--- config.mk ---
export PLATFORM = sky130hd
export DESIGN_NAME = indexed_doubly_linked_list_top
export DESIGN_NICKNAME = d
export VERILOG_FILES = /design/src/hdl/idll_pkg.sv /design/src/hdl/idll_ctrl.sv /design/src/hdl/idll_dp.sv /design/src/hdl/indexed_doubly_linked_list_top.sv
export SDC_FILE = /design/constraint.sdc
export NUM_CORES = 1
export LEC_CHECK = 0
export BUFFER_PORTS_ARGS = -buffer_cell sky130_fd_sc_hd__clkbuf_2
export CORE_MARGIN = 1
export CORE_UTILIZATION = 58
export DETAILED_ROUTE_END_ITERATION = 7
export GPL_TIMING_DRIVEN = 0
export PLACE_DENSITY = 0.76
export SYNTH_ARGS = -nofsm -noshare
export SYNTH_HDL_FRONTEND = slang
export SYNTH_SLANG_ARGS = --single-unit
--- constraint.sdc ---
create_clock -name clk -period 4 [get_ports clk]
set_input_delay 0 -clock clk [delete_from_list [all_inputs] [get_ports clk]]
set_output_delay 0 -clock clk [all_outputs]
set_load 0.02 [all_outputs]
--- src/hdl/idll_pkg.sv ---
// ----------------------------------------------------------------------------
// idll_pkg: shared types and constants for the indexed doubly linked list
// Holds pool sizing, link encoding, opcodes, status codes, controller state
// and the command/status structs between controller and datapath.
// ----------------------------------------------------------------------------
`timescale 1ns / 1ps
`default_nettype none

package idll_pkg;

    // Pool sizing; a link value of CAPACITY means null
    localparam int CAPACITY = 16;
    localparam int IDX_W    = (CAPACITY > 1) ? $clog2(CAPACITY) : 1;
    localparam int LINK_W   = $clog2(CAPACITY + 1);
    localparam int COUNT_W  = $clog2(CAPACITY + 1);

    // Fixed field widths of the stream items
    localparam int POS_W    = 5;
    localparam int VALUE_W  = 32;
    localparam int STATUS_W = 2;
    localparam int ELEM_W   = 5;
    localparam int CMP_W    = (POS_W > COUNT_W) ? POS_W : COUNT_W;

    localparam logic [LINK_W-1:0] NULL_LINK = LINK_W'(CAPACITY);

    // Opcodes
    localparam logic OP_INSERT = 1'b0;
    localparam logic OP_REMOVE = 1'b1;

    // Status codes
    localparam logic [STATUS_W-1:0] STAT_OK    = 2'd0;
    localparam logic [STATUS_W-1:0] STAT_RANGE = 2'd1;
    localparam logic [STATUS_W-1:0] STAT_FULL  = 2'd2;

    typedef enum logic [2:0] {
        ST_IDLE,
        ST_CHECK,
        ST_WALK,
        ST_LINK_NEW,
        ST_LINK_NBR,
        ST_UNLINK,
        ST_DONE
    } state_t;

    // Controller to datapath
    typedef struct packed {
        logic load_item;
        logic check;
        logic advance;
        logic link_new;
        logic link_nbr;
        logic unlink;
        logic load_result;
    } cmd_t;

    // Datapath to controller
    typedef struct packed {
        logic is_remove;
        logic range_err;
        logic pool_full;
        logic walk_done;
        logic out_free;
    } stat_t;

    function automatic logic is_node(input logic [LINK_W-1:0] p);
        return p < NULL_LINK;
    endfunction

endpackage

`default_nettype wire

--- src/hdl/idll_ctrl.sv ---
// ----------------------------------------------------------------------------
// idll_ctrl: operation sequencer
// Steps one transaction through check, walk, relink and result hand-off.
// ----------------------------------------------------------------------------
`timescale 1ns / 1ps
`default_nettype none

module idll_ctrl
    import idll_pkg::*;
(
    input  wire  clk,
    input  wire  rst_n,
    input  wire  s_tvalid,
    output logic s_tready,
    input  stat_t stat,
    output cmd_t  cmd
);

    state_t state_reg;
    state_t state_next;

    always_ff @(posedge clk or negedge rst_n)
    begin
        if (!rst_n)
        begin
            state_reg <= ST_IDLE;
        end
        else
        begin
            state_reg <= state_next;
        end
    end

    // Next state
    always_comb
    begin
        state_next = state_reg;
        case (state_reg)
            ST_IDLE:
            begin
                if (s_tvalid)
                begin
                    state_next = ST_CHECK;
                end
            end
            ST_CHECK:
            begin
                if (stat.range_err || (!stat.is_remove && stat.pool_full))
                begin
                    state_next = ST_DONE;
                end
                else
                begin
                    state_next = ST_WALK;
                end
            end
            ST_WALK:
            begin
                if (stat.walk_done)
                begin
                    state_next = stat.is_remove ? ST_UNLINK : ST_LINK_NEW;
                end
            end
            ST_LINK_NEW:
            begin
                state_next = ST_LINK_NBR;
            end
            ST_LINK_NBR:
            begin
                state_next = ST_DONE;
            end
            ST_UNLINK:
            begin
                state_next = ST_DONE;
            end
            ST_DONE:
            begin
                if (stat.out_free)
                begin
                    state_next = ST_IDLE;
                end
            end
            default:
            begin
                state_next = ST_IDLE;
            end
        endcase
    end

    // Outputs
    always_comb
    begin
        cmd      = '0;
        s_tready = 1'b0;
        case (state_reg)
            ST_IDLE:
            begin
                s_tready      = 1'b1;
                cmd.load_item = s_tvalid;
            end
            ST_CHECK:
            begin
                cmd.check = 1'b1;
            end
            ST_WALK:
            begin
                cmd.advance = !stat.walk_done;
            end
            ST_LINK_NEW:
            begin
                cmd.link_new = 1'b1;
            end
            ST_LINK_NBR:
            begin
                cmd.link_nbr = 1'b1;
            end
            ST_UNLINK:
            begin
                cmd.unlink = 1'b1;
            end
            ST_DONE:
            begin
                cmd.load_result = stat.out_free;
            end
            default:
            begin
                cmd = '0;
            end
        endcase
    end

endmodule

`default_nettype wire

--- src/hdl/idll_dp.sv ---
// ----------------------------------------------------------------------------
// idll_dp: list datapath
// Node pool memories, free map, head/tail/count, walk cursor and result
// register.
// ----------------------------------------------------------------------------
`timescale 1ns / 1ps
`default_nettype none

module idll_dp
    import idll_pkg::*;
(
    input  wire                        clk,
    input  wire                        rst_n,
    input  cmd_t                       cmd,
    output stat_t                      stat,
    input  wire                        in_opcode,
    input  wire  [POS_W-1:0]           in_position,
    input  wire  signed [VALUE_W-1:0]  in_value,
    input  wire                        out_ready,
    output logic                       out_valid,
    output logic [STATUS_W-1:0]        out_status,
    output logic [ELEM_W-1:0]          out_count
);

    // Pool storage
    logic signed [VALUE_W-1:0] node_value [CAPACITY];
    logic [LINK_W-1:0]         next_link  [CAPACITY];
    logic [LINK_W-1:0]         prev_link  [CAPACITY];

    logic [CAPACITY-1:0]       free_reg;
    logic [CAPACITY-1:0]       free_next;
    logic [LINK_W-1:0]         head_reg;
    logic [LINK_W-1:0]         head_next;
    logic [LINK_W-1:0]         tail_reg;
    logic [LINK_W-1:0]         tail_next;
    logic [COUNT_W-1:0]        count_reg;
    logic [COUNT_W-1:0]        count_next;

    // Item and walk state
    logic                      op_reg;
    logic [POS_W-1:0]          pos_reg;
    logic signed [VALUE_W-1:0] value_reg;
    logic [POS_W-1:0]          step_reg;
    logic [LINK_W-1:0]         cur_reg;
    logic [LINK_W-1:0]         cur_next;
    logic [IDX_W-1:0]          k_reg;
    logic [STATUS_W-1:0]       status_reg;

    logic [LINK_W-1:0]         nxt_rd_reg;
    logic [LINK_W-1:0]         prv_rd_reg;
    logic [IDX_W-1:0]          rd_addr;

    // Result register
    logic                      out_valid_reg;
    logic [STATUS_W-1:0]       out_status_reg;
    logic [ELEM_W-1:0]         out_count_reg;

    // Write ports
    logic                      nl_we;
    logic [IDX_W-1:0]          nl_waddr;
    logic [LINK_W-1:0]         nl_wdata;
    logic                      pl_we;
    logic [IDX_W-1:0]          pl_waddr;
    logic [LINK_W-1:0]         pl_wdata;

    logic [IDX_W-1:0]          free_idx;
    logic                      pool_full;
    logic [LINK_W-1:0]         k_link;
    logic [LINK_W-1:0]         prev_node;
    logic [CMP_W-1:0]          pos_cmp;
    logic [CMP_W-1:0]          count_cmp;
    logic                      range_err;

    // Lowest free node
    always_comb
    begin
        free_idx = '0;
        for (int k = CAPACITY - 1; k >= 0; k--)
        begin
            if (free_reg[k])
            begin
                free_idx = IDX_W'(k);
            end
        end
    end

    assign pool_full = (free_reg == '0);
    assign k_link    = LINK_W'(k_reg);
    assign pos_cmp   = CMP_W'(pos_reg);
    assign count_cmp = CMP_W'(count_reg);
    assign range_err = (op_reg == OP_REMOVE) ? (pos_cmp >= count_cmp)
                                             : (pos_cmp >  count_cmp);
    assign prev_node = (op_reg == OP_INSERT && !is_node(cur_reg)) ? tail_reg : prv_rd_reg;

    assign stat.is_remove = (op_reg == OP_REMOVE);
    assign stat.range_err = range_err;
    assign stat.pool_full = pool_full;
    assign stat.walk_done = (step_reg == pos_reg);
    assign stat.out_free  = !out_valid_reg || out_ready;

    // Cursor: the link reads follow it, addressed by its next value
    always_comb
    begin
        cur_next = cur_reg;
        if (cmd.check)
        begin
            cur_next = head_reg;
        end
        else if (cmd.advance)
        begin
            cur_next = nxt_rd_reg;
        end
    end

    assign rd_addr = is_node(cur_next) ? cur_next[IDX_W-1:0] : '0;

    // Relink writes and list pointers
    always_comb
    begin
        nl_we      = 1'b0;
        nl_waddr   = k_reg;
        nl_wdata   = cur_reg;
        pl_we      = 1'b0;
        pl_waddr   = k_reg;
        pl_wdata   = prev_node;
        head_next  = head_reg;
        tail_next  = tail_reg;
        free_next  = free_reg;
        count_next = count_reg;
        if (cmd.link_new)
        begin
            nl_we = 1'b1;
            pl_we = 1'b1;
        end
        else if (cmd.link_nbr)
        begin
            nl_waddr = prev_node[IDX_W-1:0];
            nl_wdata = k_link;
            pl_waddr = cur_reg[IDX_W-1:0];
            pl_wdata = k_link;
            if (is_node(prev_node))
            begin
                nl_we = 1'b1;
            end
            else
            begin
                head_next = k_link;
            end
            if (is_node(cur_reg))
            begin
                pl_we = 1'b1;
            end
            else
            begin
                tail_next = k_link;
            end
            free_next[k_reg] = 1'b0;
            count_next       = count_reg + 1'b1;
        end
        else if (cmd.unlink)
        begin
            nl_waddr = prev_node[IDX_W-1:0];
            nl_wdata = nxt_rd_reg;
            pl_waddr = nxt_rd_reg[IDX_W-1:0];
            pl_wdata = prev_node;
            if (is_node(prev_node))
            begin
                nl_we = 1'b1;
            end
            else
            begin
                head_next = nxt_rd_reg;
            end
            if (is_node(nxt_rd_reg))
            begin
                pl_we = 1'b1;
            end
            else
            begin
                tail_next = prev_node;
            end
            free_next[cur_reg[IDX_W-1:0]] = 1'b1;
            count_next                    = count_reg - 1'b1;
        end
    end

    // Memories
    always_ff @(posedge clk)
    begin
        if (nl_we)
        begin
            next_link[nl_waddr] <= nl_wdata;
        end
        if (pl_we)
        begin
            prev_link[pl_waddr] <= pl_wdata;
        end
        if (cmd.link_new)
        begin
            node_value[k_reg] <= value_reg;
        end
        nxt_rd_reg <= next_link[rd_addr];
        prv_rd_reg <= prev_link[rd_addr];
    end

    // Control state
    always_ff @(posedge clk or negedge rst_n)
    begin
        if (!rst_n)
        begin
            free_reg      <= '1;
            head_reg      <= NULL_LINK;
            tail_reg      <= NULL_LINK;
            count_reg     <= '0;
            out_valid_reg <= 1'b0;
        end
        else
        begin
            free_reg  <= free_next;
            head_reg  <= head_next;
            tail_reg  <= tail_next;
            count_reg <= count_next;
            if (cmd.load_result)
            begin
                out_valid_reg <= 1'b1;
            end
            else if (out_ready)
            begin
                out_valid_reg <= 1'b0;
            end
        end
    end

    // Payload
    always_ff @(posedge clk)
    begin
        cur_reg <= cur_next;
        if (cmd.load_item)
        begin
            op_reg    <= in_opcode;
            pos_reg   <= in_position;
            value_reg <= in_value;
        end
        if (cmd.check)
        begin
            step_reg <= '0;
            k_reg    <= free_idx;
            if (range_err)
            begin
                status_reg <= STAT_RANGE;
            end
            else if (op_reg == OP_INSERT && pool_full)
            begin
                status_reg <= STAT_FULL;
            end
            else
            begin
                status_reg <= STAT_OK;
            end
        end
        else if (cmd.advance)
        begin
            step_reg <= step_reg + 1'b1;
        end
        if (cmd.load_result)
        begin
            out_status_reg <= status_reg;
            out_count_reg  <= ELEM_W'(count_reg);
        end
    end

    assign out_valid  = out_valid_reg;
    assign out_status = out_status_reg;
    assign out_count  = out_count_reg;

endmodule

`default_nettype wire

--- src/hdl/indexed_doubly_linked_list_top.sv ---
// ----------------------------------------------------------------------------
// indexed_doubly_linked_list_top: doubly linked list in a fixed node pool
// Insert or remove at a 0-based position; one status transaction per item.
// ----------------------------------------------------------------------------
// Each input transaction inserts a value at a list position (tuser = 0) or
// removes the element at a position (tuser = 1), and yields exactly one
// output transaction with a status (ok, position out of range, pool full)
// and the element count after the operation. An error leaves the list
// unchanged; the range check comes before the full check. Inserts take the
// lowest-numbered free node. One item is worked at a time: the input is
// ready only while the sequencer is idle. An accepted item passes a check
// step, a walk and a relink step before its result; range and full errors
// go from the check straight to the result. The walk from head follows one
// next link per cycle out of the link memory; an insert relinks in a
// link-new step and then a link-neighbour step and a remove in its unlink
// step alone, because each link memory has a single write port. The result
// sits in an output register, so the next item is accepted while a result
// still waits to be taken; the sequencer only holds in its final step when
// the previous result is still waiting at that point. There is no clearing
// pass after reset: the free map is set to all free at once.
// ----------------------------------------------------------------------------
`timescale 1ns / 1ps
`default_nettype none

module indexed_doubly_linked_list_top
    import idll_pkg::*;
(
    input  wire         clk,
    input  wire         rst_n,
    input  wire         s_tvalid,
    output logic        s_tready,
    input  wire  [39:0] s_tdata,   // position[4:0], item_value[36:5], zero pad
    input  wire         s_tuser,   // opcode
    output logic        m_tvalid,
    input  wire         m_tready,
    output logic [7:0]  m_tdata,   // element_count[4:0], zero pad
    output logic [1:0]  m_tuser    // status
);

    cmd_t              cmd;
    stat_t             stat;
    logic [ELEM_W-1:0] element_count;

    // Sequencer
    idll_ctrl u_ctrl (
        .clk      (clk),
        .rst_n    (rst_n),
        .s_tvalid (s_tvalid),
        .s_tready (s_tready),
        .stat     (stat),
        .cmd      (cmd)
    );

    // Pool, pointers and result register
    idll_dp u_dp (
        .clk         (clk),
        .rst_n       (rst_n),
        .cmd         (cmd),
        .stat        (stat),
        .in_opcode   (s_tuser),
        .in_position (s_tdata[POS_W-1:0]),
        .in_value    (s_tdata[POS_W+VALUE_W-1:POS_W]),
        .out_ready   (m_tready),
        .out_valid   (m_tvalid),
        .out_status  (m_tuser),
        .out_count   (element_count)
    );

    // Pack the count into the low bits, zero the rest
    assign m_tdata = {{(8-ELEM_W){1'b0}}, element_count};

endmodule

`default_nettype wire
==> results.cfg, run 1 <==
[route]
vias = 6847
detail-route-antenna-nets = 0
vias_per_cell = 6.28
drt_iter0_drc = 742
routed_wl_mm = 23.4
drt_first_pass_iters = 6
wl_per_cell_um = 21.5
drc = 0

[finish]
fillers = 1168
syn2layout_area_growth_pct = 12.1
final_common_cell = edfxtp_1
nNetsFinal = 909
diodes = 0
drive_above_1_share = 0.133
post-route-util = 0.676
layout_common_cells = 179 x edfxtp_1, 105 x nand2_1, 73 x nor2_1

[worst_setup_path]
endpoint_kind = flip-flop
cp_max_fo = 16
cp-start-kind = flip-flop
reg2reg_depth = 6
crit_arrival_ps = 3680
critical_path_class = reg2reg
worstPathRequired_ps = 4120

[global_routing]
grt_first_pass_wirelength_mm = 36.5
grt_max_degree = 36
grt_pass1_vias = 6701
antenna_found_initial = 0
track_usage = 0.269
gr-total-overflow = 0

[yosys]
yosysTopAreaCell = edfxtp_1
synth_area_mm2 = 0.0101
synthCells = 799
synthFlopType = edfxtp_1
synth-edff-count = 179
seq_area_frac_synth = 0.658
async_flop_share = 0.150
syn_avg_cell_area_um2 = 12.7
synth_cell_type_count = 64
synth_area_leaders = edfxtp_1 53%, mux2i_1 5.6%, dfstp_2 4.7%
synth_top_area_share = 0.530
yosys_warnings = 0
synth-seq-cells = 234

[timing]
fin_skew_ps = 19.7
fmax_ghz = 0.281
drv_slew = 0
period_share = 0.890
post-route-min-period_ps = 3560
worst_slew_margin_rel = 0.0781
finalHoldViolCount = 0
rsz0062_at_grt = false
final.setup.tns_ps = 0
tightest_slew_ps = 1380
setup_violations = 0

[placement]
gp_congestion = 0.931
io_buffers = 18
hpwl_mm = 16.0

[floorplan]
die_w_um = 134
start_util = 0.603
die_area_mm2 = 0.0180
fp.dieH_um = 134
core_mm2 = 0.0168
io_pins = 57
rows = 47

[run_status]
outcome = finished clean

[clock_network]
clock-sinks = 234
clock_path_buffers = 3
htree_num_levels = 1
cts_tree = yes
cts_root_buffer = clkbuf_16
postCtsSetupBuffers = 0
clock_latency_ps = 520
cts-buffers-inserted = 24
clkSlewWorstSetupHoldPaths_ps = 60

[worst_hold_path]
hold_path_class = in2async

[run]
maxCapViolations = 0

[pwr]
p_per_area_mw_per_mm2 = 954
vdd_drop_max_mv = 0.502
leakage_uw = 0.00413
[worst max-delay path, stage by stage, from the launching register on]
cell and delay, ps:
dfrtp_1 380, clkbuf_1 330, nor2b_1 420, clkbuf_1 400, clkbuf_1 470, nor2_1 80
a21oi_1 1060
[path summary, 6_finish.rpt]
kind,from,end,slack [ps]
worst max-delay path,u_ctrl.state_reg[2]$_DFFE_PN0P_,u_dp.next_link[11][1]$_DFFE_PP_,440
worst min-delay path,rst_n,u_dp.count_cmp[2]$_DFFE_PN0P_,150
worst max register to register,u_ctrl.state_reg[2]$_DFFE_PN0P_,u_dp.next_link[11][1]$_DFFE_PP_,440
worst min register to register,u_dp.status_reg[1]$_SDFFCE_PN0P_,u_dp.out_status[1]$_DFFE_PP_,430
max in group asynchronous,rst_n,u_dp.tail_reg[2]$_DFFE_PN0P_,3280
min in group clk,s_tdata[1],u_dp.pos_cmp[1]$_DFFE_PP_,200
[synth_stat cells (12+ instances only)]
master / instances
nand3_1: 12
dfrtp_1: 17
dfxtp_1: 20
edfxtp_1: 179
nor3_1: 16
nor2_1: 74
nand2_1: 105
o21ai_0: 34
a21oi_1: 48
inv_1: 15
clkbuf_1: 19
dfstp_2: 18
mux2i_1: 57
[metal layers]
layer	up-vias	share of wire	track usage
met5	-	0	0
li1	3075	-	-
met4	0	0.025	0.0836
met3	51	0.086	0.0465
met2	354	0.48	0.447
met1	3367	0.41	0.363
[kinds of logic after synthesis]
kind of cell,after synthesis,synth area share
xor gates and xnor gates,14,0.0121
other,1,0.000370
buffers and inverters,54,0.0237
DFF,234,0.658
adders and majority gates,10,0.0131
AOI/OAI and AO/OA,170,0.113
and+or+nand+nor,248,0.108
muxes,68,0.0718
[report_power, final]
part,switching (uW),internal (uW)
clock,873,1210
combinational,3270,1680
sequential,296,3520
[through the flow]
| step | power [uW] | worst slack [ps] | hold WS (ps) | cell area [um^2] | instances |
|---|---|---|---|---|---|
| after floorplan | 7130 | 1200 | -296 | 10200 | 801 |
| after global placement | 8440 | 353 | 133 | 10500 | 1039 |
| after detailed placement | 8630 | 221 | 153 | 10500 | 1039 |
| after CTS | 10700 | 180 | 162 | 11300 | 1090 |
| after global routing | 11300 | 233 | 213 | 11400 | 1090 |
| final | 10800 | 440 | 150 | 11400 | 1090 |
[timing repair]
item | CTS | global route
hold endpoints to repair | 26 | 0
resized for setup | 0 | 1
endpoints found under the setup margin | 0 | 1
hold buffers | 9 | 0
[layout make-up]
cell class	instances	area (um^2)	area share
sequential	234	6670	0.587
multi-input combinational	513	3270	0.288
clock buffer	33	656	0.0577
tap	220	275	0.0242
timing repair buffer	27	180	0.0158
buffer	36	171	0.0151
clock inverter	9	72.6	0.00638
inverter	18	68.8	0.00605
Note: power is estimated with default switching activity, not from simulation.
==> run 2, diff against run 1 <==
--- a/config.mk
+++ b/config.mk
@@ -11,6 +11,7 @@
 export DETAILED_ROUTE_END_ITERATION = 7
 export GPL_TIMING_DRIVEN = 0
 export PLACE_DENSITY = 0.76
+export REMOVE_ABC_BUFFERS = 1
 export SYNTH_ARGS = -nofsm -noshare
 export SYNTH_HDL_FRONTEND = slang
 export SYNTH_SLANG_ARGS = --single-unit
==> results.cfg, run 2 (synthesis gave the netlist of run 1 again) <==
[timing]
final.setup.tns_ps = 0
period_share = 0.924
finalHoldViolCount = 0
drv_slew = 0
rsz0062_at_grt = false
tightest_slew_ps = 1420
setup_violations = 0
fin_skew_ps = 15.5
worst_slew_margin_rel = 0.0514
post-route-min-period_ps = 3700
fmax_ghz = 0.270

[floorplan]
rows = 47
fp.dieH_um = 134
start_util = 0.603
io_pins = 57
die_w_um = 134
die_area_mm2 = 0.0180
core_mm2 = 0.0168

[worst_setup_path]
max_stage_delay_ps = 1210
endpoint_kind = flip-flop
cp_slowest_cell = a21oi_1
cp-start-kind = flip-flop
path_cells = inv_1 -> nand2_1 -> nor2_1 -> inv_1 -> a21oi_1
crit_top_cell = inv_1
worstPathRequired_ps = 4090
critical_path_class = reg2reg
cp_max_fo = 19
crit_arrival_ps = 3790
ff2ff_setup_slack_ps = 300

[route]
drc = 0
detail-route-antenna-nets = 0
drt_first_pass_iters = 5
vias = 6622
wl_per_cell_um = 21.1
drt_iter0_drc = 662
vias_per_cell = 6.27
routed_wl_mm = 22.3

[run]
maxCapViolations = 0

[placement]
hpwl_mm = 14.9
dp.cells = 1005
io_buffers = 18
gp_congestion = 0.873

[clock_network]
postCtsSetupBuffers = 0
htree_num_levels = 1
cts-buffers-inserted = 23
clock_path_buffers = 3
clkSlewWorstSetupHoldPaths_ps = 60
clock_latency_ps = 500
clock-sinks = 234
cts_root_buffer = clkbuf_16
cts_tree = yes

[pwr]
leakage_uw = 0.00407
p_per_area_mw_per_mm2 = 950
vdd_drop_max_mv = 0.530

[global_routing]
gr-total-overflow = 0
antenna_found_initial = 0
grt_first_pass_wirelength_mm = 34.5
track_usage = 0.253
grt_pass1_vias = 6459
grt_max_degree = 41

[finish]
diodes = 0
layout_common_cells = 179 x edfxtp_1, 105 x nand2_1, 73 x nor2_1
fillers = 1205
syn2layout_area_growth_pct = 11.2
nNetsFinal = 875
final_common_cell = edfxtp_1
multiInputGateArea_mm2 = 0.00327
regArea_mm2 = 0.00668
drive_above_1_share = 0.132
fin_cells = 1056

[run_status]
outcome = finished clean

[worst_hold_path]
hold_path_class = in2async
run 2: changes by cell type in the layout (fill, tap and decap cells not counted), sizes merged:
cell	change
buf	-13
clkinv	+2
bufinv	+1
clkbuf	-25
clkinvlp	+1
run 2: worst paths after layout:
kind | end | startpoint | cells past startpoint
worst max-delay path | u_dp.prev_link[7][2]$_DFFE_PP_ | u_ctrl.state_reg[1]$_DFFE_PN0P_ | 5
worst max register to register | u_dp.prev_link[7][2]$_DFFE_PP_ | u_ctrl.state_reg[1]$_DFFE_PN0P_ | 5
worst min-delay path | u_dp.count_cmp[1]$_DFFE_PN0P_ | rst_n | 2
max in group asynchronous | u_ctrl.state_reg[0]$_DFFE_PN0P_ | rst_n | 2
worst min register to register | u_dp.out_status[0]$_DFFE_PP_ | u_dp.status_reg[0]$_SDFFCE_PN1P_ | 0
min in group clk | u_dp.pos_cmp[3]$_DFFE_PP_ | s_tdata[3] | 2
run 2: per-layer routing:
layer	wire, um	vias up	track usage
met1	9140	3248	0.329
met5	0	-	0.0111
met2	11000	295	0.431
li1	-	3022	-
met4	582	0	0.0836
met3	1610	57	0.0416
run 2: repair_timing:
action | CTS | global route
hold buffers | 9 | 0
hold endpoints to repair | 26 | 0
gates resized for setup | 0 | 1
endpoints found under the setup margin | 0 | 10
run 2: area by class of cell:
cell class / instances / share of cell area
Sequential cell: 234 / 0.592
Timing Repair Buffer: 30 / 0.0198
Clock buffer: 28 / 0.0568
Multi-Input combinational cell: 513 / 0.290
Inverter: 18 / 0.00610
Clock inverter: 13 / 0.0105
Tap cell: 220 / 0.0244
run 2: metrics by stage:
| step | setup WS, ps | hold WS (ps) | util | power [uW] | area [um^2] |
|---|---|---|---|---|---|
| finish | 302 | 163 | 0.670 | 10700 | 11300 |
| global route | 193 | 226 | 0.670 | 11200 | 11300 |
| CTS | 129 | 185 | 0.668 | 10600 | 11200 |
| detailed placement | 135 | 163 | 0.618 | 8460 | 10400 |
| global placement | -1280 | 147 | 0.615 | 8270 | 10300 |
| floorplan | -59.3 | -296 | - | 7000 | 9980 |
run 2: worst max-delay path: cells and delay by family (launching register included):
family                 cells  cell delay [ps]
buffers and inverters      2              730
and+or+nand+nor            2              780
AOI/OAI and AO/OA          1             1210
DFF                        1              560
run 2: power breakdown:
part	switching, uW	total (uW)	internal, uW
Combinational	3030	4640	1610
Sequential	399	3920	3520
Clock	875	2150	1270
Total	4310	10700	6400
